**config.mk**
```make
export PLATFORM = sky130hd
export DESIGN_NAME = trt_horner_cell
export DESIGN_NICKNAME = d
export VERILOG_FILES = /design/src/rtl/core/trt_pkg.sv /design/src/rtl/core/trt_horner_cell.sv
export SDC_FILE = /design/constraint.sdc
export NUM_CORES = 2
export LEC_CHECK = 0
export BUFFER_PORTS_ARGS = -buffer_cell sky130_fd_sc_hd__buf_2
export CAP_MARGIN = 15
export CELL_PAD_IN_SITES_DETAIL_PLACEMENT = 2
export CELL_PAD_IN_SITES_GLOBAL_PLACEMENT = 2
export CORE_MARGIN = 5
export CORE_UTILIZATION = 35
export CTS_CLUSTER_SIZE = 25
export DETAILED_ROUTE_END_ITERATION = 7
export HOLD_SLACK_MARGIN = 0.05
export PLACE_DENSITY_LB_ADDON = 0.1
export SYNTH_ARGS = -nofsm -noshare
export SYNTH_HDL_FRONTEND = slang
export SYNTH_SLANG_ARGS = --single-unit
export TNS_END_PERCENT = 10
```
**constraint.sdc**
```tcl
create_clock -name clock -period 8.55 [get_ports clock]
set_clock_uncertainty 0.1 [all_clocks]
set_input_delay 0.4275 -clock clock [delete_from_list [all_inputs] [get_ports clock]]
set_output_delay 0.4275 -clock clock [all_outputs]
set_load 0.1 [all_outputs]
```
**src/rtl/core/trt_pkg.sv**
```systemverilog
// Shared types and constants of the thermistor reading to temperature block.
`timescale 1ns / 1ps

package trt_pkg;

   localparam int CHANNEL_W = 3;
   localparam int BYTE_W = 8;
   localparam int CODE_W = 13;
   localparam int TEMP_W = 13;
   localparam int X_W = 12;
   localparam int P_W = 54;
   localparam int HALF_W = 27;
   localparam int FRAC_SHIFT = 12;
   localparam int OUT_SHIFT = 38;
   localparam int NUM_CELLS = 4;

   localparam logic [CHANNEL_W-1:0] INTERNAL_CHANNEL_DEFAULT = 3'd7;

   localparam logic signed [TEMP_W-1:0] TEMP_MAX = 13'sd4095;
   localparam logic signed [TEMP_W-1:0] TEMP_MIN = -13'sd4096;

   localparam logic signed [P_W-1:0] COEF_E = 54'sd372885660352405;
   localparam logic signed [P_W-1:0] COEF_D = -54'sd1817864410012376;
   localparam logic signed [P_W-1:0] COEF_C = 54'sd2313066594594040;
   localparam logic signed [P_W-1:0] COEF_B = -54'sd1535224288230937;
   localparam logic signed [P_W-1:0] COEF_A = 54'sd558640065496793;

   localparam logic signed [P_W-1:0] HORNER_COEF [NUM_CELLS] = '{
      COEF_D, COEF_C, COEF_B, COEF_A
   };

   typedef struct packed {
      logic                     status;
      logic                     internal;
      logic signed [CODE_W-1:0] raw;
   } side_type;

endpackage

```
**src/rtl/core/trt_horner_cell.sv**
```systemverilog
// One Horner step: multiply by the code, scale down and add a coefficient.
`timescale 1ns / 1ps

module trt_horner_cell #(
   parameter logic signed [trt_pkg::P_W-1:0] COEF = trt_pkg::COEF_D
) (
   input  logic                             clock,
   input  logic                             reset,
   input  logic                             in_valid,
   output logic                             in_ready,
   input  logic signed [trt_pkg::P_W-1:0]   in_p,
   input  trt_pkg::side_type                in_side,
   output logic                             out_valid,
   input  logic                             out_ready,
   output logic signed [trt_pkg::P_W-1:0]   out_p,
   output trt_pkg::side_type                out_side
);
   import trt_pkg::*;

   localparam int LO_PROD_W = HALF_W + 1 + X_W + 1;
   localparam int HI_PROD_W = (P_W - HALF_W) + X_W + 1;
   localparam int FULL_W = P_W + X_W + 1;

   logic                        s1_valid_ff;
   logic                        s2_valid_ff;
   logic                        s1_ready;
   logic                        s2_ready;
   logic signed [LO_PROD_W-1:0] prod_lo_in;
   logic signed [HI_PROD_W-1:0] prod_hi_in;
   logic signed [LO_PROD_W-1:0] prod_lo_ff;
   logic signed [HI_PROD_W-1:0] prod_hi_ff;
   side_type                    s1_side_ff;
   logic [FULL_W-1:0]           full_sum;
   logic signed [P_W-1:0]       p_in;
   logic signed [P_W-1:0]       p_ff;
   side_type                    s2_side_ff;
   logic signed [X_W:0]         x_ext;

   assign s2_ready = !s2_valid_ff || out_ready;
   assign s1_ready = !s1_valid_ff || s2_ready;
   assign in_ready = s1_ready;

   assign x_ext = $signed({1'b0, in_side.raw[X_W-1:0]});
   assign prod_lo_in = $signed({1'b0, in_p[HALF_W-1:0]}) * x_ext;
   assign prod_hi_in = $signed(in_p[P_W-1:HALF_W]) * x_ext;

   // The low partial product is never negative, so it joins by zero extension.
   assign full_sum = {prod_hi_ff, {HALF_W{1'b0}}}
                   + {{(FULL_W - LO_PROD_W){1'b0}}, prod_lo_ff};
   assign p_in = $signed(full_sum[P_W+FRAC_SHIFT-1:FRAC_SHIFT]) + COEF;

   always_ff @(posedge clock) begin
      if (reset) begin
         s1_valid_ff <= 1'b0;
         s2_valid_ff <= 1'b0;
      end else begin
         if (s1_ready) begin
            s1_valid_ff <= in_valid;
         end
         if (s2_ready) begin
            s2_valid_ff <= s1_valid_ff;
         end
      end
   end

   always_ff @(posedge clock) begin
      if (s1_ready && in_valid) begin
         prod_lo_ff <= prod_lo_in;
         prod_hi_ff <= prod_hi_in;
         s1_side_ff <= in_side;
      end
      if (s2_ready && s1_valid_ff) begin
         p_ff       <= p_in;
         s2_side_ff <= s1_side_ff;
      end
   end

   assign out_valid = s2_valid_ff;
   assign out_p = p_ff;
   assign out_side = s2_side_ff;

endmodule

```
* After elaboration in Yosys (flattened, before gate mapping)
Index checks and enable logic that the tools add are counted.
** Cells by class
- Multiply operators :: 2
- $add $sub $neg :: 2
- Reduce and logical (&&, ||, !) cells :: 6
** Operator list (number)
- 66-bit by 41-bit adder with 66-bit output :: 1
- 54-bit by 52-bit adder with 54-bit output, second input constant :: 1
- 27-bit by 12-bit multiplier with 39-bit output :: 1
- 27-bit by 13-bit multiplier with 39-bit output :: 1
- 1-bit logical AND :: 2
- 1-bit logical NOT :: 2
- 1-bit logical OR :: 2
** Word-level totals
- Logic and storage cells :: 21
- Register bits after elaboration :: 166
- Input port bits :: 73

* Depth between registers and ports, before layout
- Word-level depth :: 4
- Mapped depth :: 26
- Mapped depth without buffers :: 24

* Worst setup path after synthesis
No wires, ideal clock.
- Path type :: input to register
- Start :: input port in_side[1] (netlist bit)
- End :: register prod_hi_ff[37], data pin
- Stages on the path :: 25
- Data required time :: 8192 ps
- Slack :: 2260 ps
- Path buffers :: 2
- Arrival :: 5932 ps
- Cell sequence :: clkbuf_1 > clkbuf_1 > and2_1 > fa_1 > inv_1 > fa_1 > inv_1 > fa_1 > inv_1 > fa_1 > fa_1 > inv_1 > ha_1 > o21a_1 > o21ai_0 > or2_2 > o21ai_0 > a211oi_1 > o31ai_1 > a21boi_0 > o21ai_0 > a21oi_1 > o21bai_1 > a21oi_1 > xnor2_1
** On the way
- Word-level cells in the longest chain between the ends :: 1
** RTL lines
- start: declaration :: line trt_horner_cell.sv:12 : input trt_pkg::side_type in_side,
- 27-bit by 13-bit multiplier with 39-bit output :: line trt_horner_cell.sv:45 : assign prod_hi_in = $signed(in_p[P_W-1:HALF_W]) * x_ext;
- via prod_hi_in[37] :: line trt_horner_cell.sv:29 : logic signed [HI_PROD_W-1:0] prod_hi_in;
- end signal: assignment :: line trt_horner_cell.sv:69 : prod_hi_ff <= prod_hi_in;
- end: declaration :: line trt_horner_cell.sv:31 : logic signed [HI_PROD_W-1:0] prod_hi_ff;
The timed path passes the listed nets, and every way through them passes these cells.
A chain may end at the register's enable or synchronous reset.

* Worst setup path after layout
- Start :: input port in_side[6] (netlist bit)
- End :: register prod_hi_ff[37], data pin
Same word-level chain as after synthesis.

==> metrics.yaml <==
status: "complete, no violations"
clock-sinks: 152
cts-buffers-inserted: 17
critical_path_class: "in -> reg"
cts.clk_slew.worst_paths_ns: 0.08
worstSetupStartpointType: "input pin"
min_from: "out_ready"
dr.first_iter.drc_count: 552
synthCells: 2980
register_area_sq_um: 4540
synthSimpleGateAreaFrac: 0.158
cp_max_fo: 26
cts_buffer_depth: 2
grt_pass1_wl_mm: 138
ys.flop_type: "edfxtp_1"
antenna_found_initial: 10
synthesis.nets: 3760
finalSetupViolCount: 0
htreeDepth: 4
max_freq_mhz: 144
tightest_slew_ns: 0.898
hold_path_class: "in -> reg"
cts-root-buf: "clkbuf_16"
syn-cell-area_sq_um: 27900
clock_latency_ns: 0.50
wl_met2_mm: 43.8
syn_to_final_growth_pct: 8.76
required_ns: 8.70
cts_resized: 0
finalHoldViolations: 0
netlist.area_leader.share: 0.383
relSlewSlack: 0.401
ys_seq_area_frac: 0.163
netlist_top_cells_area: "fa_1, edfxtp_1, inv_1"
grt_pass1_vias: 24300
grt_usage: 0.205
initial_core_util: 0.353
highest_layer: "met5"
fin_crit_sh: 0.813
cts_setup_buffers: 0
place.gp.congestion: 0.789
via_count: 20300
rows: 103
synth_edf_count: 150
endpoint_kind: "flip-flop"
nNetsFinal: 3811
vias_per_cell: 4.96
wl_met1_mm: 37.3
grt_max_degree: 44
final_max_slew_viol_count: 0
rsz0062_at_grt: "false"
drc_errors: 0
wl_per_cell_microns: 20.9
whs_path_depth: 4
cts_tree: "yes"
whs_ns: 0.203
synth_area_leader_cell: "fa_1"
ios: 144
multi_input_area_sq_um: 20400
wl_met3_mm: 2.82
avgSynthCellArea_sq_um: 9.37
synthMuxAreaShare: 0.000717
hpwl_mm: 70.1
fill_cells: 8710
routed_wl_mm: 85.6
die_h_microns: 293
overflow: 0
fin_crit_ns: 6.95
synth_top_family_by_area: "adder cells"
drive_above_1_share: 0.0818
async_flop_share: 0
dieArea_sq_um: 85600
maxCapViolCount: 0
antenna_left: 0
rr_startpoint: "prod_lo_ff[27]"
crit_start: "in_side[6]"
synthXorXnorAreaFrac: 0.0408
port_buffers: 143
firstDrtPassIters: 5
fp.dieW_microns: 293
cts_hold_buffers: 5
synthAdderAreaFrac: 0.460
synth_compound_area_frac: 0.0710
ys_ff_latch: 152
synth.distinct_cells: 91
yosysWarnings: 0
r2r_cells: 14
tns_ns: 0
coreArea_sq_um: 79100
cp.arrival_ns: 7.11
cells in the mapped netlist, drive strengths merged, types with 5 or more instances:
cell and n:
o21a 17, a21oi 70, nor3 21, a211oi 12
inv 645, ha 172, o211ai 7, edfxtp 150
nor4 8, o21ai 54, a31oi 11, a21o 35
buf 8, a2111oi 5, nor3b 5, xor2 42
nand2 483, a21boi 8, and3 13, nand4 18
xnor2 88, fa 535, nor2 82, clkbuf 136
o31ai 9, o21bai 11, nor2b 12, nand3 27
and2 227, nand2b 7
cell type report:
cell class	count	area share
clock inverters	15	0.00741
inverters	645	0.0797
flip-flops and latches	152	0.150
multi-input cells	2039	0.672
well taps	1050	0.0432
diodes	4	0.000329
clock buffers	17	0.0140
repair buffers	176	0.0334
worst paths after layout:
kind	to	slack, ns
worst max-delay path	prod_hi_ff[37]	1.60
worst min-delay path	out_valid	0.20
worst max register to register	out_p[50]	3.29
worst min register to register	out_side[12]	0.32
worst max-delay path, stage by stage:
cell,delay [ns]
buf_2,0.57
buf_4,0.28
nand2_1,0.07
fa_1,0.41
fa_1,0.55
inv_1,0.06
fa_1,0.44
fa_1,0.52
inv_1,0.05
fa_1,0.47
inv_1,0.04
ha_1,0.34
a21o_1,0.19
a21o_1,0.17
a21oi_1,0.35
nand2_1,0.14
a211oi_1,0.61
o31ai_1,0.27
a21boi_0,0.39
o21ai_0,0.15
a21oi_1,0.24
o21bai_1,0.08
a21oi_1,0.17
xnor2_1,0.08
sequential cells by signal (all words and copies together), names as in the netlist:
register / flops
s1_valid_ff: 1
out_p: 54
out_side: 15
prod_lo_ff: 27
s1_side_ff: 15
prod_hi_ff: 39
out_valid: 1
cells by family after synthesis:
kind of cell	Yosys count
compound gates	277
buf+inv	789
flops	152
mux	2
fa+ha+maj	707
xor+xnor	130
simple gates	923
cells in the final DEF, fill, tap and decap left out, types with 10 or more instances in the layout:
cell type,n
o21ai_0,46
nand2_1,483
clkbuf_16,17
xnor2_1,88
buf_4,25
nor2_1,80
a21oi_1,68
nor2b_1,10
nand4_1,18
edfxtp_1,150
xor2_1,42
buf_2,143
fa_1,535
ha_1,172
inv_1,645
and2_1,226
o21a_1,17
and3_1,13
nor3_1,20
nand3_1,27
a21o_1,35
stage by stage:
| stage | worst slack, ns | instance area [sq um] | utilization | instances |
|---|---|---|---|---|
| after floorplan | 2.26 | 27900 | - | 2980 |
| after global placement | 1.24 | 29700 | 0.375 | 4056 |
| after detailed placement | 1.15 | 29700 | 0.375 | 4056 |
| after CTS | 1.70 | 30400 | 0.384 | 4093 |
| after global routing | 1.25 | 30400 | 0.384 | 4094 |
| final | 1.60 | 30400 | 0.384 | 4098 |
layer usage:
metal | GRT usage | up-vias
met1 | 0.261 | 10900
met4 | 0.0435 | 6
met2 | 0.369 | 214
met3 | 0.0352 | 77
li1 | - | 9164
met5 | 0 | -
Power is left out: the tool's default activity adds up to more than one toggle a clock period on the data nets, which glitch-free logic cannot reach.
