===== src/rtl/core/trt_pkg.sv =====
// Shared types and constants of the thermistor reading to temperature block.
`timescale 1ns / 1ps

package trt_pkg;

   localparam int CHANNEL_W = 3;
   localparam int BYTE_W = 8;
   localparam int CODE_W = 13;
   localparam int TEMP_W = 13;
   localparam int X_W = 12;
   localparam int P_W = 54;
   localparam int HALF_W = 27;
   localparam int FRAC_SHIFT = 12;
   localparam int OUT_SHIFT = 38;
   localparam int NUM_CELLS = 4;

   localparam logic [CHANNEL_W-1:0] INTERNAL_CHANNEL_DEFAULT = 3'd7;

   localparam logic signed [TEMP_W-1:0] TEMP_MAX = 13'sd4095;
   localparam logic signed [TEMP_W-1:0] TEMP_MIN = -13'sd4096;

   localparam logic signed [P_W-1:0] COEF_E = 54'sd372885660352405;
   localparam logic signed [P_W-1:0] COEF_D = -54'sd1817864410012376;
   localparam logic signed [P_W-1:0] COEF_C = 54'sd2313066594594040;
   localparam logic signed [P_W-1:0] COEF_B = -54'sd1535224288230937;
   localparam logic signed [P_W-1:0] COEF_A = 54'sd558640065496793;

   localparam logic signed [P_W-1:0] HORNER_COEF [NUM_CELLS] = '{
      COEF_D, COEF_C, COEF_B, COEF_A
   };

   typedef struct packed {
      logic                     status;
      logic                     internal;
      logic signed [CODE_W-1:0] raw;
   } side_type;

endpackage


===== src/rtl/core/trt_output.sv =====
// Final scaling, saturation, selection of internal and bus error readings, and result register.
`timescale 1ns / 1ps

module trt_output (
   input  logic                               clock,
   input  logic                               reset,
   input  logic                               in_valid,
   output logic                               in_ready,
   input  logic signed [trt_pkg::P_W-1:0]     in_p,
   input  trt_pkg::side_type                  in_side,
   output logic                               rsp_valid,
   input  logic                               rsp_ready,
   output logic                               rsp_status,
   output logic signed [trt_pkg::CODE_W-1:0]  rsp_raw_code,
   output logic signed [trt_pkg::TEMP_W-1:0]  rsp_temp_sixteenths
);
   import trt_pkg::*;

   localparam int Q_W = P_W - OUT_SHIFT;

   logic                       valid_ff;
   logic                       status_ff;
   logic signed [CODE_W-1:0]   raw_ff;
   logic signed [TEMP_W-1:0]   temp_ff;
   logic signed [P_W-1:0]      p_adj;
   logic signed [Q_W-1:0]      quot;
   logic signed [TEMP_W-1:0]   poly_temp;
   logic signed [TEMP_W-1:0]   temp_in;

   assign in_ready = !valid_ff || rsp_ready;

   // Adding the divisor less one to a negative value makes the shift truncate toward zero.
   assign p_adj = in_p[P_W-1] ? (in_p + $signed({{(P_W - OUT_SHIFT){1'b0}},
                                                {OUT_SHIFT{1'b1}}})) : in_p;
   assign quot = p_adj[P_W-1:OUT_SHIFT];

   always_comb begin
      if (quot > $signed({{(Q_W - TEMP_W){TEMP_MAX[TEMP_W-1]}}, TEMP_MAX})) begin
         poly_temp = TEMP_MAX;
      end else if (quot < $signed({{(Q_W - TEMP_W){TEMP_MIN[TEMP_W-1]}}, TEMP_MIN})) begin
         poly_temp = TEMP_MIN;
      end else begin
         poly_temp = quot[TEMP_W-1:0];
      end
   end

   always_comb begin
      if (in_side.status) begin
         temp_in = '0;
      end else if (in_side.internal) begin
         temp_in = {in_side.raw[TEMP_W-4:0], 3'b000};
      end else begin
         temp_in = poly_temp;
      end
   end

   always_ff @(posedge clock) begin
      if (reset) begin
         valid_ff <= 1'b0;
      end else if (in_ready) begin
         valid_ff <= in_valid;
      end
   end

   always_ff @(posedge clock) begin
      if (in_ready && in_valid) begin
         status_ff <= in_side.status;
         raw_ff    <= in_side.raw;
         temp_ff   <= temp_in;
      end
   end

   assign rsp_valid = valid_ff;
   assign rsp_status = status_ff;
   assign rsp_raw_code = raw_ff;
   assign rsp_temp_sixteenths = temp_ff;

endmodule


===== config.mk =====
export PLATFORM = sky130hd
export DESIGN_NAME = trt_output
export DESIGN_NICKNAME = d
export VERILOG_FILES = /design/src/rtl/core/trt_pkg.sv /design/src/rtl/core/trt_output.sv
export SDC_FILE = /design/constraint.sdc
export NUM_CORES = 1
export LEC_CHECK = 0
export ABC_AREA = 0
export BUFFER_PORTS_ARGS = -buffer_cell sky130_fd_sc_hd__buf_4
export CAP_MARGIN = 5
export CORE_ASPECT_RATIO = 0.9
export CORE_MARGIN = 2
export CORE_UTILIZATION = 42
export CTS_CLUSTER_DIAMETER = 40
export CTS_CLUSTER_SIZE = 24
export DETAILED_ROUTE_END_ITERATION = 10
export HOLD_SLACK_MARGIN = 0.08
export PLACE_DENSITY = 0.82
export SYNTH_ARGS = -nofsm -noshare
export SYNTH_HDL_FRONTEND = slang
export SYNTH_SLANG_ARGS = --single-unit

===== constraint.sdc =====
create_clock -name clock -period 2 [get_ports clock]
set_input_delay 0.1 -clock clock [delete_from_list [all_inputs] [get_ports clock]]
set_output_delay 0.1 -clock clock [all_outputs]
set_load 0.05 [all_outputs]

# Word level (Yosys, flattened, before mapping)
# Cells that the tools add are included.
[totals]
ff_bits = 28
out_inout_bits = 29
word_cells = 16
[classes]
add_sub_neg = 1
magnitude_cmp = 2
muxes = 4
reduce_logical = 4
[op_table]
columns = ["operator", "count"]
rows = [
  ["$add A54 B39 Y54 const B", 1],
  ["$mux W54", 1],
  ["$mux W13", 3],
  ["$gt A16 B13 Y1 const B", 1],
  ["$lt A16 B13 Y1 const B", 1],
  ["$reduce_or A2 Y1", 1],
  ["$logic_and A1 B1 Y1", 1],
  ["$logic_not A1 Y1", 1],
  ["$logic_or A1 B1 Y1", 1],
]

# Depth between registers and ports, before layout
# Gate-level depths: netlist of the first run.
[depth]
ltp_word = 6
depth_mapped = 6

# Worst setup path before layout of the first run
# OpenSTA, ideal clock, no wires.
[synth_timing]
path_type = "reg-to-reg"
from = "register valid_ff (netlist: rsp_valid)"
to = "register raw_ff[0] (netlist: rsp_raw_code[0]) (enable)"
setup_ps = 386
arrival_ps = 1733
t_required_ps = 1614
slack_ps = -119
stages_incl_launch_ff = 3
n_path_buf = 0
synth_period_minus_slack_ps = 2119
cell_sequence = "dfxtp_1 nand2b_1 and2_1"
[synth_via]
elab_chain_len = 3
[synth_lines]
columns = ["element", "line_no", "rtl"]
rows = [
  ["start, declared", "trt_output.sv:21", "logic valid_ff;"],
  ["start signal, assigned", "trt_output.sv:61", "valid_ff <= in_valid;"],
  ["$logic_not A1 Y1", "trt_output.sv:30", "assign in_ready = !valid_ff || rsp_ready;"],
  ["$logic_or A1 B1 Y1", "trt_output.sv:30", ""],
  ["via in_ready", "trt_output.sv:8", "output logic in_ready,"],
  ["$logic_and A1 B1 Y1", "trt_output.sv:66", "if (in_ready && in_valid) begin"],
  ["end signal, assigned", "trt_output.sv:68", "raw_ff <= in_side.raw;"],
  ["end, declared", "trt_output.sv:23", "logic signed [CODE_W-1:0] raw_ff;"],
]
# The timed path passes the listed nets, and every way through them passes these cells.
# A chain may end at the register's enable or synchronous reset.

# Worst setup path in the final report of the first run
[layout_timing]
from = "input port in_p[5] (netlist bit)"
to = "register temp_ff[9] (netlist: rsp_temp_sixteenths[9]), data pin"
[layout_via]
elab_chain_len = 6
[layout_lines]
columns = ["element", "line_no", "rtl"]
rows = [
  ["start, declared", "trt_output.sv:9", "input logic signed [trt_pkg::P_W-1:0] in_p,"],
  ["$add A54 B39 Y54 (*)", "trt_output.sv:33", "assign p_adj = in_p[P_W-1] ? (in_p + $signed({{(P_W - OUT_SHIFT){1'b0}},"],
  ["$mux W54 (*)", "trt_output.sv:33", ""],
  ["$lt A16 B13 Y1", "trt_output.sv:40", "end else if (quot < $signed({{(Q_W - TEMP_W){TEMP_MIN[TEMP_W-1]}}, TEMP_MIN})) begin"],
  ["$mux W13", "trt_output.sv:40", ""],
  ["$mux W13 (*)", "trt_output.sv:38", "if (quot > $signed({{(Q_W - TEMP_W){TEMP_MAX[TEMP_W-1]}}, TEMP_MAX})) begin"],
  ["$mux W13 (*)", "trt_output.sv:50", "end else if (in_side.internal) begin"],
  ["end signal, assigned", "trt_output.sv:69", "temp_ff <= temp_in;"],
  ["end, declared", "trt_output.sv:24", "logic signed [TEMP_W-1:0] temp_ff;"],
]
# Mark *: on every way between the ends. The rest lies on a longest branch, timed or not.

==> results.md, run 1 <==
| Result | This run | Unit |
|---|---|---|
| Multi-input gate area in the final layout | 692 | sq um |
| RSZ-0062 raised after global routing | false | - |
| Total global-route track usage | 20.2 | % |
| Areal power density over the cells | 559 | mW/mm^2 |
| First-pass GRT wire length | 6.53 | mm |
| Static power due to leakage | 1.08 | nW |
| Root buffer cell | sky130_fd_sc_hd__clkbuf_8 | - |
| Residual overflow from global routing | 0 | - |
| Sink count of the clock tree | 28 | - |
| Number of search-and-repair iterations in the first detailed-routing pass | 4 | - |
| Unique cell type count in the Yosys netlist | 44 | - |
| Leading register cell type out of synthesis | sky130_fd_sc_hd__edfxtp_1 | - |
| Total power | 1.45 | mW |
| Worst R2R Setup Slack | 0.67 | ns |
| Worst-case setup slack after placement | 0.115 | ns |
| Type of the most critical hold path | in -> reg | - |
| Wire per inst | 13.8 | um |
| Number of global-route vias before repair | 1544 | - |
| Clk pwr share | 20.4 | % |
| Overall via count from detail_route | 1647 | - |
| Minimum period implied by the final worst setup slack | 1.58 | ns |
| Die X | 68.6 | um |
| FILL cells | 294 | - |
| Count of warnings emitted by yosys | 0 | - |
| Ratio of final minimum period to clock period | 79.2 | % |
| Type of element launching the critical path | primary input | - |
| DR iter-0 viols | 112 | - |
| Count of nets left with antenna violations after detail routing | 0 | - |
| Cts bufs inserted | 3 | - |
| Chip Height | 62.1 | um |
| Final TNS setup | 0 | ns |
| Share of layout cells above drive strength 1 | 44.3 | % |
| Flip-flop and latch count after synthesis | 28 | - |
| Max-slew headroom | 60.8 | % |
| Number of enable-type register cells in the synthesized netlist | 27 | - |
| Max-cap check violation count | 0 | - |
| Internal Power | 1.02 | mW |
| Switching pwr | 427 | uW |
| Achievable frequency | 631 | MHz |
| Via density per instance | 5.31 | - |
| Most area-consuming cells after synthesis | sky130_fd_sc_hd__edfxtp_1, sky130_fd_sc_hd__nor4_1, sky130_fd_sc_hd__a21oi_1 | - |
| Crit Reg-Reg Startpoint | rsp_valid | - |
| Post-DP HPWL | 3.45 | mm |
| Total die area | 0.00426 | sq mm |
| Initial standard-cell utilization of the core | 43.2 | % |
| Post-Synthesis Cells | 146 | - |
| Smallest hold slack | 0.0909 | ns |
| Critical path arrival | 1.67 | ns |
| Syn_nets | 219 | - |
| Synth Area per Inst | 10.8 | sq um |
| Peak supply drop | 325 | uV |
| Cells resized by post-CTS repair | 0 | - |
| Port Buffer Count | 101 | - |
| Number of setup violations in the final report | 0 | - |
| Layout-stage area growth over the synthesis result | 64.5 | % |
| Cell type contributing the most total cell area after synthesis | sky130_fd_sc_hd__edfxtp_1 | - |
| Critical path class | in -> reg | - |
| Worst setup skew after layout | 0.00687 | ns |
| Startpoint of the most critical setup path | in_p[5] | - |
| Area taken by flip-flops and latches | 831 | sq um |
| Final setup margin | 0.416 | ns |
| N_diodes | 0 | - |
| Wirelength, routed | 4.28 | mm |
| Final count of pins violating max slew | 0 | - |
| Sequential group share of total power | 48.3 | % |
| Final net count | 338 | - |
| Clock-pin slew on the worst setup and hold paths | 0.08 | ns |
| Top-level port count | 102 | - |
| Maximum number of pins on one net before global-route repair | 28 | - |
| Initial antenna violation count | 0 | - |
| Weighted congestion reported at the end of routability-driven placement | 0.843 | - |
| Startpoint of the worst hold path | in_valid | - |
| Area of the mapped netlist | 0.00158 | sq mm |
| Number of failing hold endpoints at the final stage | 0 | - |
| Proportion of netlist area held by the largest area contributor | 51.4 | % |
| Status | complete, no violations | - |
| Least-Margin Pin Slew | 0.588 | ns |
| Logic gate share of total power | 31.3 | % |
| Switching part of the total | 29.4 | % |
| Proportion of synthesized chip area in sequential cells | 52.7 | % |
| Level count of the clock H-tree | 1 | - |
| Latest clock arrival within the worst-skew pair | 0.27 | ns |
| Residual DRC count | 0 | - |
| Post-CTS setup buffer count | 0 | - |
| Worst Path Required | 2.09 | ns |
| CTS tree | yes | - |
| Placeable core region | 0.00365 | sq mm |
| Largest fanout on the critical path | 6 | - |
| Ys async rst share | 0 | % |
| Row count | 21 | - |
| Max Buffers Root-to-Sink | 2 | - |
| CP Capture Type | register | - |
cell families after synthesis:
group / count (synthesis) / synth area share [%]
DFF: 28 / 52.7
buffers and inverters: 15 / 3.57
muxes: 2 / 1.35
AOI/OAI and AO/OA: 41 / 19.5
and+or+nand+nor: 53 / 19.0
xor gates and xnor gates: 7 / 3.89
cells in the mapped netlist (2+ instances only):
cell type and n:
sky130_fd_sc_hd__a21oi_1 9, sky130_fd_sc_hd__a311oi_1 4, sky130_fd_sc_hd__and4_1 3, sky130_fd_sc_hd__clkbuf_1 6, sky130_fd_sc_hd__edfxtp_1 27, sky130_fd_sc_hd__inv_1 9, sky130_fd_sc_hd__nand2_1 8, sky130_fd_sc_hd__nand2b_1 2
sky130_fd_sc_hd__nand3_1 7, sky130_fd_sc_hd__nand4_1 2, sky130_fd_sc_hd__nor2_1 9, sky130_fd_sc_hd__nor3_1 6, sky130_fd_sc_hd__nor4_1 9, sky130_fd_sc_hd__o21ai_0 3, sky130_fd_sc_hd__o21ai_1 2, sky130_fd_sc_hd__o22ai_1 6
sky130_fd_sc_hd__o31ai_1 2, sky130_fd_sc_hd__xnor2_1 4, sky130_fd_sc_hd__xor2_1 3
metrics by stage:
step / instances / instance area [sq um] / util [%]
after floorplan: 146 / 1580 / -
after global placement: 292 / 2410 / 66.0
after detailed placement: 292 / 2410 / 66.0
after CTS: 310 / 2590 / 71.1
after global routing: 310 / 2590 / 71.1
final: 310 / 2590 / 71.1
final timing paths:
check,depth (start not counted),to
min reg2reg,2,rsp_valid
max reg2reg,2,rsp_temp_sixteenths[5]
min,3,rsp_valid
max,7,rsp_temp_sixteenths[9]
critical path, cell delays in order:
cell and delay [ns]:
sky130_fd_sc_hd__buf_4 0.11, sky130_fd_sc_hd__nor4_1 0.38, sky130_fd_sc_hd__nand4_1 0.30, sky130_fd_sc_hd__o31ai_2 0.25, sky130_fd_sc_hd__buf_4 0.18, sky130_fd_sc_hd__o22ai_1 0.08, sky130_fd_sc_hd__a211oi_1 0.28
cells in the final DEF, fill, tap and decap left out, types with 2 or more instances in the layout:
master,Yosys,final
sky130_fd_sc_hd__clkbuf_8,0,3
sky130_fd_sc_hd__nand3_1,7,7
sky130_fd_sc_hd__dlygate4sd3_1,0,14
sky130_fd_sc_hd__a311oi_1,4,4
sky130_fd_sc_hd__nand4_1,2,2
sky130_fd_sc_hd__a21oi_1,9,9
sky130_fd_sc_hd__buf_4,0,106
sky130_fd_sc_hd__o31ai_1,2,2
sky130_fd_sc_hd__xor2_1,3,3
sky130_fd_sc_hd__edfxtp_1,27,27
sky130_fd_sc_hd__nor2_1,9,9
sky130_fd_sc_hd__o21ai_0,3,3
sky130_fd_sc_hd__nor4_1,9,9
sky130_fd_sc_hd__nand2_1,8,8
sky130_fd_sc_hd__nand2b_1,2,2
sky130_fd_sc_hd__xnor2_1,4,4
sky130_fd_sc_hd__o21ai_1,2,2
sky130_fd_sc_hd__o22ai_1,6,6
sky130_fd_sc_hd__nor3_1,6,6
sky130_fd_sc_hd__and4_1,3,3
sky130_fd_sc_hd__inv_1,9,9
power by group through the flow:
stage	sequential [mW]	clock [mW]	combinational, mW
global route	0.704	0.321	0.483
detailed placement	0.714	0	0.432
floorplan	0.849	0	0.0908
CTS	0.701	0.306	0.455
global placement	0.713	0	0.427
finish	0.700	0.296	0.453
registers in the layout, indices dropped and copies added, names as in the netlist:
| register | count |
|---|---|
| rsp_valid | 1 |
| rsp_status | 1 |
| rsp_raw_code | 13 |
| rsp_temp_sixteenths | 13 |
routing by layer:
metal | GRT usage (%) | wire (um) | share of wire [%] | vias up
met5 | 0 | 0 | 0 | -
met3 | 3.26 | 460 | 11 | 5
li1 | - | - | - | 816
met4 | 9.00 | 70 | 1.6 | 0
met2 | 34.7 | 2070 | 49 | 97
met1 | 23.9 | 1670 | 39 | 729
timing repair:
action                                 4_1_cts  5_1_grt
hold buffers                                14        0
endpoints found under the hold margin       14        0
setup endpoints to repair                    0        0
area by class of cell:
type                       instances  share of cell area (%)
timing repair buffer             120                    36.1
sequential                        28                    32.0
tap                               46                    2.22
clock inverter                     1                   0.145
inverter                           9                    1.30
clock buffer                       3                    1.59
multi-input combinational        103                    26.7
(Power assumes the default switching activity.)
==> inputs of run 2 (changes only) <==
==> constraint.sdc (replaced) <==
create_clock -name clock -period 1.57 [get_ports clock]
set_input_delay 0.0785 -clock clock [delete_from_list [all_inputs] [get_ports clock]]
set_output_delay 0.0785 -clock clock [all_outputs]
set_load 0.05 [all_outputs]
==> run 2 against run 1 <==
- global-route usage is 2.0 points higher
- cell area is 8.8% higher
- critical path depth stayed put
- sequential power is 28% higher
- clock power is 32% higher
==> results.md, run 2 (synthesis results as in run 1) <==
| Result | This run | Unit | vs previous |
|---|---|---|---|
| RR Endpoint | rsp_valid | - |  |
| Root buffer cell | sky130_fd_sc_hd__clkbuf_8 | - |  |
| CTS tree | yes | - |  |
| Type of the most critical hold path | in -> reg | - |  |
| Residual DRC count | 0 | - | unchanged |
| Minimum period implied by the final worst setup slack | 1.50 | ns |  |
| Residual overflow from global routing | 0 | - | unchanged |
| Peak supply drop | 354 | uV | +9.0% |
| Layout-stage area growth over the synthesis result | 78.9 | % |  |
| N_diodes | 0 | - | unchanged |
| Achievable frequency | 666 | MHz |  |
| Max Buffers Root-to-Sink | 2 | - | unchanged |
| WHS Path Cells | 1 | - | -2 |
| Largest fanout on the critical path | 8 | - | +2 |
| Smallest hold slack | 0.0876 | ns | -0.00330 ns |
| Largest stage delay, worst path | 0.33 | ns | -0.05 ns |
| Critical path class | in -> reg | - |  |
| Worst R2R Setup Slack | 0.38 | ns | -0.29 ns |
| Max-slew headroom | 72.5 | % | +12 points |
| Sink count of the clock tree | 28 | - | unchanged |
| Kind of cell adding the most delay to the critical path | simple AND/OR/NAND/NOR gates | - |  |
| Max-cap check violation count | 0 | - | unchanged |
| Least-Margin Pin Slew | 0.410 | ns | -0.178 ns |
| Final count of pins violating max slew | 0 | - | unchanged |
| Total power | 1.92 | mW | +32% |
| Destination of the worst hold path | rsp_status | - |  |
| Critical path arrival | 1.51 | ns | -0.16 ns |
| Number of failing hold endpoints at the final stage | 0 | - | unchanged |
| Overall via count from detail_route | 1727 | - | +4.9% |
| Latest clock arrival within the worst-skew pair | 0.27 | ns | about the same |
| Row count | 21 | - | unchanged |
| Wirelength, routed | 4.74 | mm | +11% |
| Weighted congestion reported at the end of routability-driven placement | 0.896 | - | +6.4% |
| First-pass GRT wire length | 7.24 | mm | +11% |
| Type of element launching the critical path | primary input | - |  |
| Initial standard-cell utilization of the core | 43.2 | % | unchanged |
| Number of search-and-repair iterations in the first detailed-routing pass | 4 | - | unchanged |
| Die X | 68.6 | um | unchanged |
| Level count of the clock H-tree | 1 | - | unchanged |
| Worst Path Required | 1.58 | ns | -0.51 ns |
| Count of nets left with antenna violations after detail routing | 0 | - | unchanged |
| Areal power density over the cells | 680 | mW/mm^2 | +22% |
| Via density per instance | 5.27 | - | -0.90% |
| Share of layout cells above drive strength 1 | 51.1 | % | +6.7 points |
| Final net count | 356 | - | +5.3% |
| Post-DP HPWL | 3.58 | mm | +3.9% |
| Number of global-route vias before repair | 1644 | - | +6.5% |
| Startpoint of the worst hold path | in_side[14] | - |  |
| Port Buffer Count | 101 | - | unchanged |
| Critical Path, Cell by Cell | buf_4 > nor4_1 > and4_1 > a311oi_4 > buf_4 > o21ai_4 > o221ai_1 | - |  |
| Most used cells in the layout excluding fill and tap cells | sky130_fd_sc_hd__buf_4, sky130_fd_sc_hd__edfxtp_1, sky130_fd_sc_hd__dlygate4sd3_1 | - |  |
| Wire per inst | 14.4 | um | +4.7% |
| Total global-route track usage | 22.1 | % | +2.0 points |
| Placeable core region | 0.00365 | sq mm | unchanged |
| FILL cells | 220 | - | -25% |
| Worst reg-to-reg path cell count | 3 | - | +1 |
| Chip Height | 62.1 | um | unchanged |
| Status | complete, no violations | - |  |
| Cts bufs inserted | 3 | - | unchanged |
| Ratio of final minimum period to clock period | 95.7 | % |  |
| Number of setup violations in the final report | 0 | - | unchanged |
| Total die area | 0.00426 | sq mm | unchanged |
| DR iter-0 viols | 73 | - | -35% |
| CP Buf/Inv Count | 2 | - | unchanged |
| Startpoint of the most critical setup path | in_p[25] | - |  |
| Cell with the most instances on the worst path | sky130_fd_sc_hd__buf_4 | - |  |
| Top-level port count | 102 | - | unchanged |
| Crit Reg-Reg Startpoint | rsp_valid | - |  |
| Initial antenna violation count | 0 | - | unchanged |
| Maximum number of pins on one net before global-route repair | 28 | - | unchanged |
| CP Capture Type | register | - |  |
| Clock-pin slew on the worst setup and hold paths | 0.09 | ns | about the same |
| Most common cell after layout, fill and taps aside | sky130_fd_sc_hd__buf_4 | - |  |
| Static power due to leakage | 1.18 | nW | +9.3% |
| Worst setup skew after layout | 0.00602 | ns | -0.000844 ns |
| Master of the slowest instance on the critical path | sky130_fd_sc_hd__nor4_1 | - |  |
==> run 2: what timing repair did <==
item,CTS,global route
resized for setup,0,9
hold buffers,15,0
buffers inserted,0,1
endpoints found under the setup margin,0,9
endpoints found under the hold margin,14,0
==> run 2: cell type report <==
| type | count | area (sq um) | area share, % |
|---|---|---|---|
| Timing Repair Buffer | 138 | 1090 | 38.5 |
| Sequential cell | 28 | 832 | 29.5 |
| Multi-Input combinational cell | 103 | 768 | 27.2 |
| Tap cell | 46 | 57.6 | 2.04 |
| Clock buffer | 4 | 45.0 | 1.60 |
| Inverter | 9 | 33.8 | 1.20 |
==> run 2: how the worst max path moves through the flow <==
stage | slack, ns | depth (start not counted) | endpoint
2_1_floorplan | 0.002 | 6 | rsp_temp_sixteenths[8]
3_3_place_gp | -0.22 | 7 | rsp_temp_sixteenths[1]
3_5_place_dp | -0.26 | 6 | rsp_temp_sixteenths[8]
4_1_cts | 0.03 | 7 | rsp_temp_sixteenths[9]
5_1_grt | -0.001 | 7 | rsp_temp_sixteenths[8]
6_report | 0.07 | 7 | rsp_temp_sixteenths[8]
==> run 2: power by group <==
group	leakage (nW)	switching [mW]	internal (mW)	total [mW]
clock network	0.0228	0.209	0.182	0.391
logic	0.888	0.353	0.280	0.633
registers	0.274	0.0156	0.879	0.895
==> run 2: layer usage <==
metal	track usage [%]	share of wire (%)	vias up
li1	-	-	853
met1	26.7	39	759
met2	40.0	50	108
met3	1.81	9.6	7
met4	7.25	1.5	0
met5	0	0	-
==> run 2: stage by stage <==
step	setup slack [ns]	instances	setup TNS [ns]	area [sq um]	util, %
floorplan	0.00204	146	0	1610	-
global placement	-0.223	308	-2.16	2570	70.3
detailed placement	-0.264	308	-2.71	2570	70.3
finish	0.0677	328	0	2820	77.3
CTS	0.0276	327	0	2760	75.6
global route	-0.00108	328	-0.00108	2820	77.3
==> inputs of run 3 (changes only) <==
--- a/config.mk
+++ b/config.mk
@@ -10,12 +10,12 @@
 export CAP_MARGIN = 5
 export CORE_ASPECT_RATIO = 0.9
 export CORE_MARGIN = 2
-export CORE_UTILIZATION = 42
+export CORE_UTILIZATION = 38
 export CTS_CLUSTER_DIAMETER = 40
 export CTS_CLUSTER_SIZE = 24
 export DETAILED_ROUTE_END_ITERATION = 10
 export HOLD_SLACK_MARGIN = 0.08
-export PLACE_DENSITY = 0.82
+export PLACE_DENSITY = 0.78
 export SYNTH_ARGS = -nofsm -noshare
 export SYNTH_HDL_FRONTEND = slang
 export SYNTH_SLANG_ARGS = --single-unit
==> constraint.sdc (replaced) <==
create_clock -name clock -period 1.3 [get_ports clock]
set_input_delay 0.065 -clock clock [delete_from_list [all_inputs] [get_ports clock]]
set_output_delay 0.065 -clock clock [all_outputs]
set_load 0.05 [all_outputs]
==> run 3 against run 2 <==
- the flow now finishes with violations (setup timing)
- critical path depth stayed put
- clock power is 19% higher
- clock skew is 0.0039 ns lower
- combinational power is 35% higher
- sequential share of layout area is 3.0 points lower
- core utilization is 0.23 points higher
- first-iteration DRC count is 22% higher
- flip-flop and latch count stayed put
- hold slack better by 0.032 ns
- register-to-register slack worse by 0.25 ns
- clock-buffer cell count is 1 lower
- critical endpoint is now rsp_temp_sixteenths[0]
- largest cell class unchanged
==> results.md, run 3 (synthesis results as in run 1) <==
| Result | This run | Unit | vs previous |
|---|---|---|---|
| Ratio of final minimum period to clock period | 109 | % |  |
| Number of failing hold endpoints at the final stage | 0 | - | unchanged |
| Maximum number of pins on one net before global-route repair | 28 | - | unchanged |
| Die X | 71.9 | um | +4.8% |
| Switching pwr | 735 | uW | +27% |
| FILL cells | 286 | - | +30% |
| Clock-pin slew on the worst setup and hold paths | 0.09 | ns | about the same |
| Total global-route track usage | 21.8 | % | -0.34 points |
| Areal power density over the cells | 763 | mW/mm^2 | +12% |
| Final setup margin | -0.116 | ns | -0.184 ns |
| Count of nets left with antenna violations after detail routing | 0 | - | unchanged |
| Most common cell after layout, fill and taps aside | sky130_fd_sc_hd__buf_4 | - |  |
| Placeable core region | 0.00405 | sq mm | +11% |
| RR Endpoint | rsp_valid | - |  |
| Achievable frequency | 706 | MHz |  |
| Status | finished, violations left | - |  |
| Largest fanout on the critical path | 5 | - | -3 |
| Crit Reg-Reg Startpoint | rsp_valid | - |  |
| Minimum period implied by the final worst setup slack | 1.42 | ns |  |
| Worst R2R Setup Slack | 0.13 | ns | -0.25 ns |
| Peak supply drop | 416 | uV | +17% |
| Wirelength, routed | 5.16 | mm | +8.8% |
| Max Buffers Root-to-Sink | 2 | - | unchanged |
| Overall via count from detail_route | 1805 | - | +4.5% |
| DR iter-0 viols | 89 | - | +22% |
| Initial antenna violation count | 0 | - | unchanged |
| Chip Height | 65.1 | um | +4.8% |
| Placement-stage cell area | 0.00273 | sq mm | +6.2% |
| WHS Path Cells | 1 | - | unchanged |
| Post-DP HPWL | 3.78 | mm | +5.4% |
| Root buffer cell | sky130_fd_sc_hd__clkbuf_8 | - |  |
| Number of cells in the design after placement | 320 | - | +3.9% |
| Wire per inst | 15.1 | um | +4.4% |
| Final instance area | 0.00314 | sq mm | +11% |
| Type of element launching the critical path | primary input | - |  |
| Via density per instance | 5.28 | - | +0.24% |
| N_diodes | 0 | - | unchanged |
| Top-level port count | 102 | - | unchanged |
| Critical path arrival | 1.54 | ns | +0.03 ns |
| Residual overflow from global routing | 0 | - | unchanged |
| Initial standard-cell utilization of the core | 39.0 | % | -4.2 points |
| Number of global-route vias before repair | 1806 | - | +9.9% |
| Most used cells in the layout excluding fill and tap cells | sky130_fd_sc_hd__buf_4, sky130_fd_sc_hd__edfxtp_1, sky130_fd_sc_hd__dlygate4sd3_1, sky130_fd_sc_hd__buf_6 | - |  |
| Destination of the worst hold path | rsp_status | - |  |
| Worst reg-to-reg path cell count | 3 | - | unchanged |
| Worst setup skew after layout | 0.00208 | ns | -0.00394 ns |
| RSZ-0062 raised after global routing | true | - |  |
| Startpoint of the worst hold path | in_side[14] | - |  |
| Type of the most critical hold path | in -> reg | - |  |
| Worst Path Required | 1.43 | ns | -0.15 ns |
| Final net count | 368 | - | +3.4% |
| Final count of pins violating max slew | 0 | - | unchanged |
| Layout-stage area growth over the synthesis result | 98.8 | % |  |
| Residual DRC count | 0 | - | unchanged |
| Number of setup violations in the final report | 12 | - | +12 |
| Violated checks | setup timing | - |  |
| Total die area | 0.00468 | sq mm | +9.9% |
| Logic gate share of total power | 35.6 | % | +2.6 points |
| Internal Power | 1.66 | mW | +24% |
| Max-slew headroom | 67.2 | % | -5.3 points |
| Sequential group share of total power | 45.0 | % | -1.6 points |
| Least-Margin Pin Slew | 0.492 | ns | +0.0817 ns |
| Weighted congestion reported at the end of routability-driven placement | 0.837 | - | -6.6% |
| Latest clock arrival within the worst-skew pair | 0.27 | ns | about the same |
| Critical path class | in -> reg | - |  |
| Row count | 22 | - | +4.8% |
| Cell Count, Final, Fillers Out | 342 | - | +4.3% |
| CP Capture Type | register | - |  |
| Cts bufs inserted | 3 | - | unchanged |
| CTS tree | yes | - |  |
| Max-cap check violation count | 0 | - | unchanged |
| Sink count of the clock tree | 28 | - | unchanged |
| Final TNS setup | -1.01 | ns | -1.01 ns |
| Port Buffer Count | 101 | - | unchanged |
| Static power due to leakage | 1.30 | nW | +9.9% |
| Level count of the clock H-tree | 1 | - | unchanged |
| First-pass GRT wire length | 8.11 | mm | +12% |
| Clk pwr share | 19.4 | % | -1.0 points |
| Switching part of the total | 30.7 | % | +0.59 points |
| Share of layout cells above drive strength 1 | 57.8 | % | +6.8 points |
| Number of search-and-repair iterations in the first detailed-routing pass | 4 | - | unchanged |
run 3: worst max-delay path by stage:
| stage | startpoint | endpoint | slack [ns] | cells past startpoint |
|---|---|---|---|---|
| 5_1_grt | in_p[36] | rsp_temp_sixteenths[6] | -0.18 | 7 |
| 4_1_cts | in_p[40] | rsp_temp_sixteenths[1] | -0.1 | 7 |
| 3_5_place_dp | in_p[5] | rsp_temp_sixteenths[4] | -0.47 | 7 |
| 2_1_floorplan | in_p[40] | rsp_temp_sixteenths[8] | -0.21 | 5 |
| 6_report | in_p[40] | rsp_temp_sixteenths[0] | -0.12 | 7 |
| 3_3_place_gp | in_p[37] | rsp_temp_sixteenths[4] | -0.42 | 7 |
run 3: layout make-up:
cell class                 count  area, sq um  area share, %
clock buffer                   3         41.3           1.32
multi-input combinational    103          931           29.7
clock inverter                 1         3.75          0.120
inverter                       9         33.8           1.08
timing repair buffer         150         1230           39.4
tap                           48         60.1           1.91
sequential                    28          832           26.5
run 3: power groups by stage:
stage          Combinational [mW]  Sequential [mW]  Clock, mW
3_5_place_dp                0.748             1.10          0
6_report                    0.852             1.08      0.464
3_3_place_gp                0.734             1.10          0
5_1_grt                     0.899             1.08      0.522
4_1_cts                     0.834             1.08      0.464
2_1_floorplan               0.153             1.31          0
run 3: per-layer routing:
layer | global-route usage [%] | vias up | share of wire (%)
li1 | - | 877 | -
met1 | 26.3 | 829 | 39
met2 | 40.5 | 93 | 53
met3 | 2.45 | 6 | 7.9
met4 | 6.84 | 0 | 1.1
met5 | 0 | - | 0
run 3: through the flow:
step	total power, mW	hold slack (ns)	util, %	setup slack (ns)
detailed placement	1.85	0.216	67.4	-0.470
finish	2.39	0.120	77.5	-0.116
CTS	2.38	0.0963	76.1	-0.0977
global placement	1.83	0.222	67.4	-0.418
floorplan	1.46	0.127	-	-0.213
global route	2.50	0.111	77.5	-0.184
run 3: what timing repair did:
action / CTS / global route
gates resized for setup: 26 / 14
setup buffers: 3 / 0
endpoints found under the setup margin: 13 / 13
hold buffers: 15 / 0
pin swaps: 14 / 9
endpoints found under the hold margin: 14 / 0
run 3: critical path: stages:
cell                       delay [ns]
sky130_fd_sc_hd__buf_8           0.07
sky130_fd_sc_hd__nand4_4         0.10
sky130_fd_sc_hd__or4_4           0.55
sky130_fd_sc_hd__a311oi_4        0.34
sky130_fd_sc_hd__o21ai_2         0.14
sky130_fd_sc_hd__buf_6           0.15
sky130_fd_sc_hd__o21ai_1         0.12
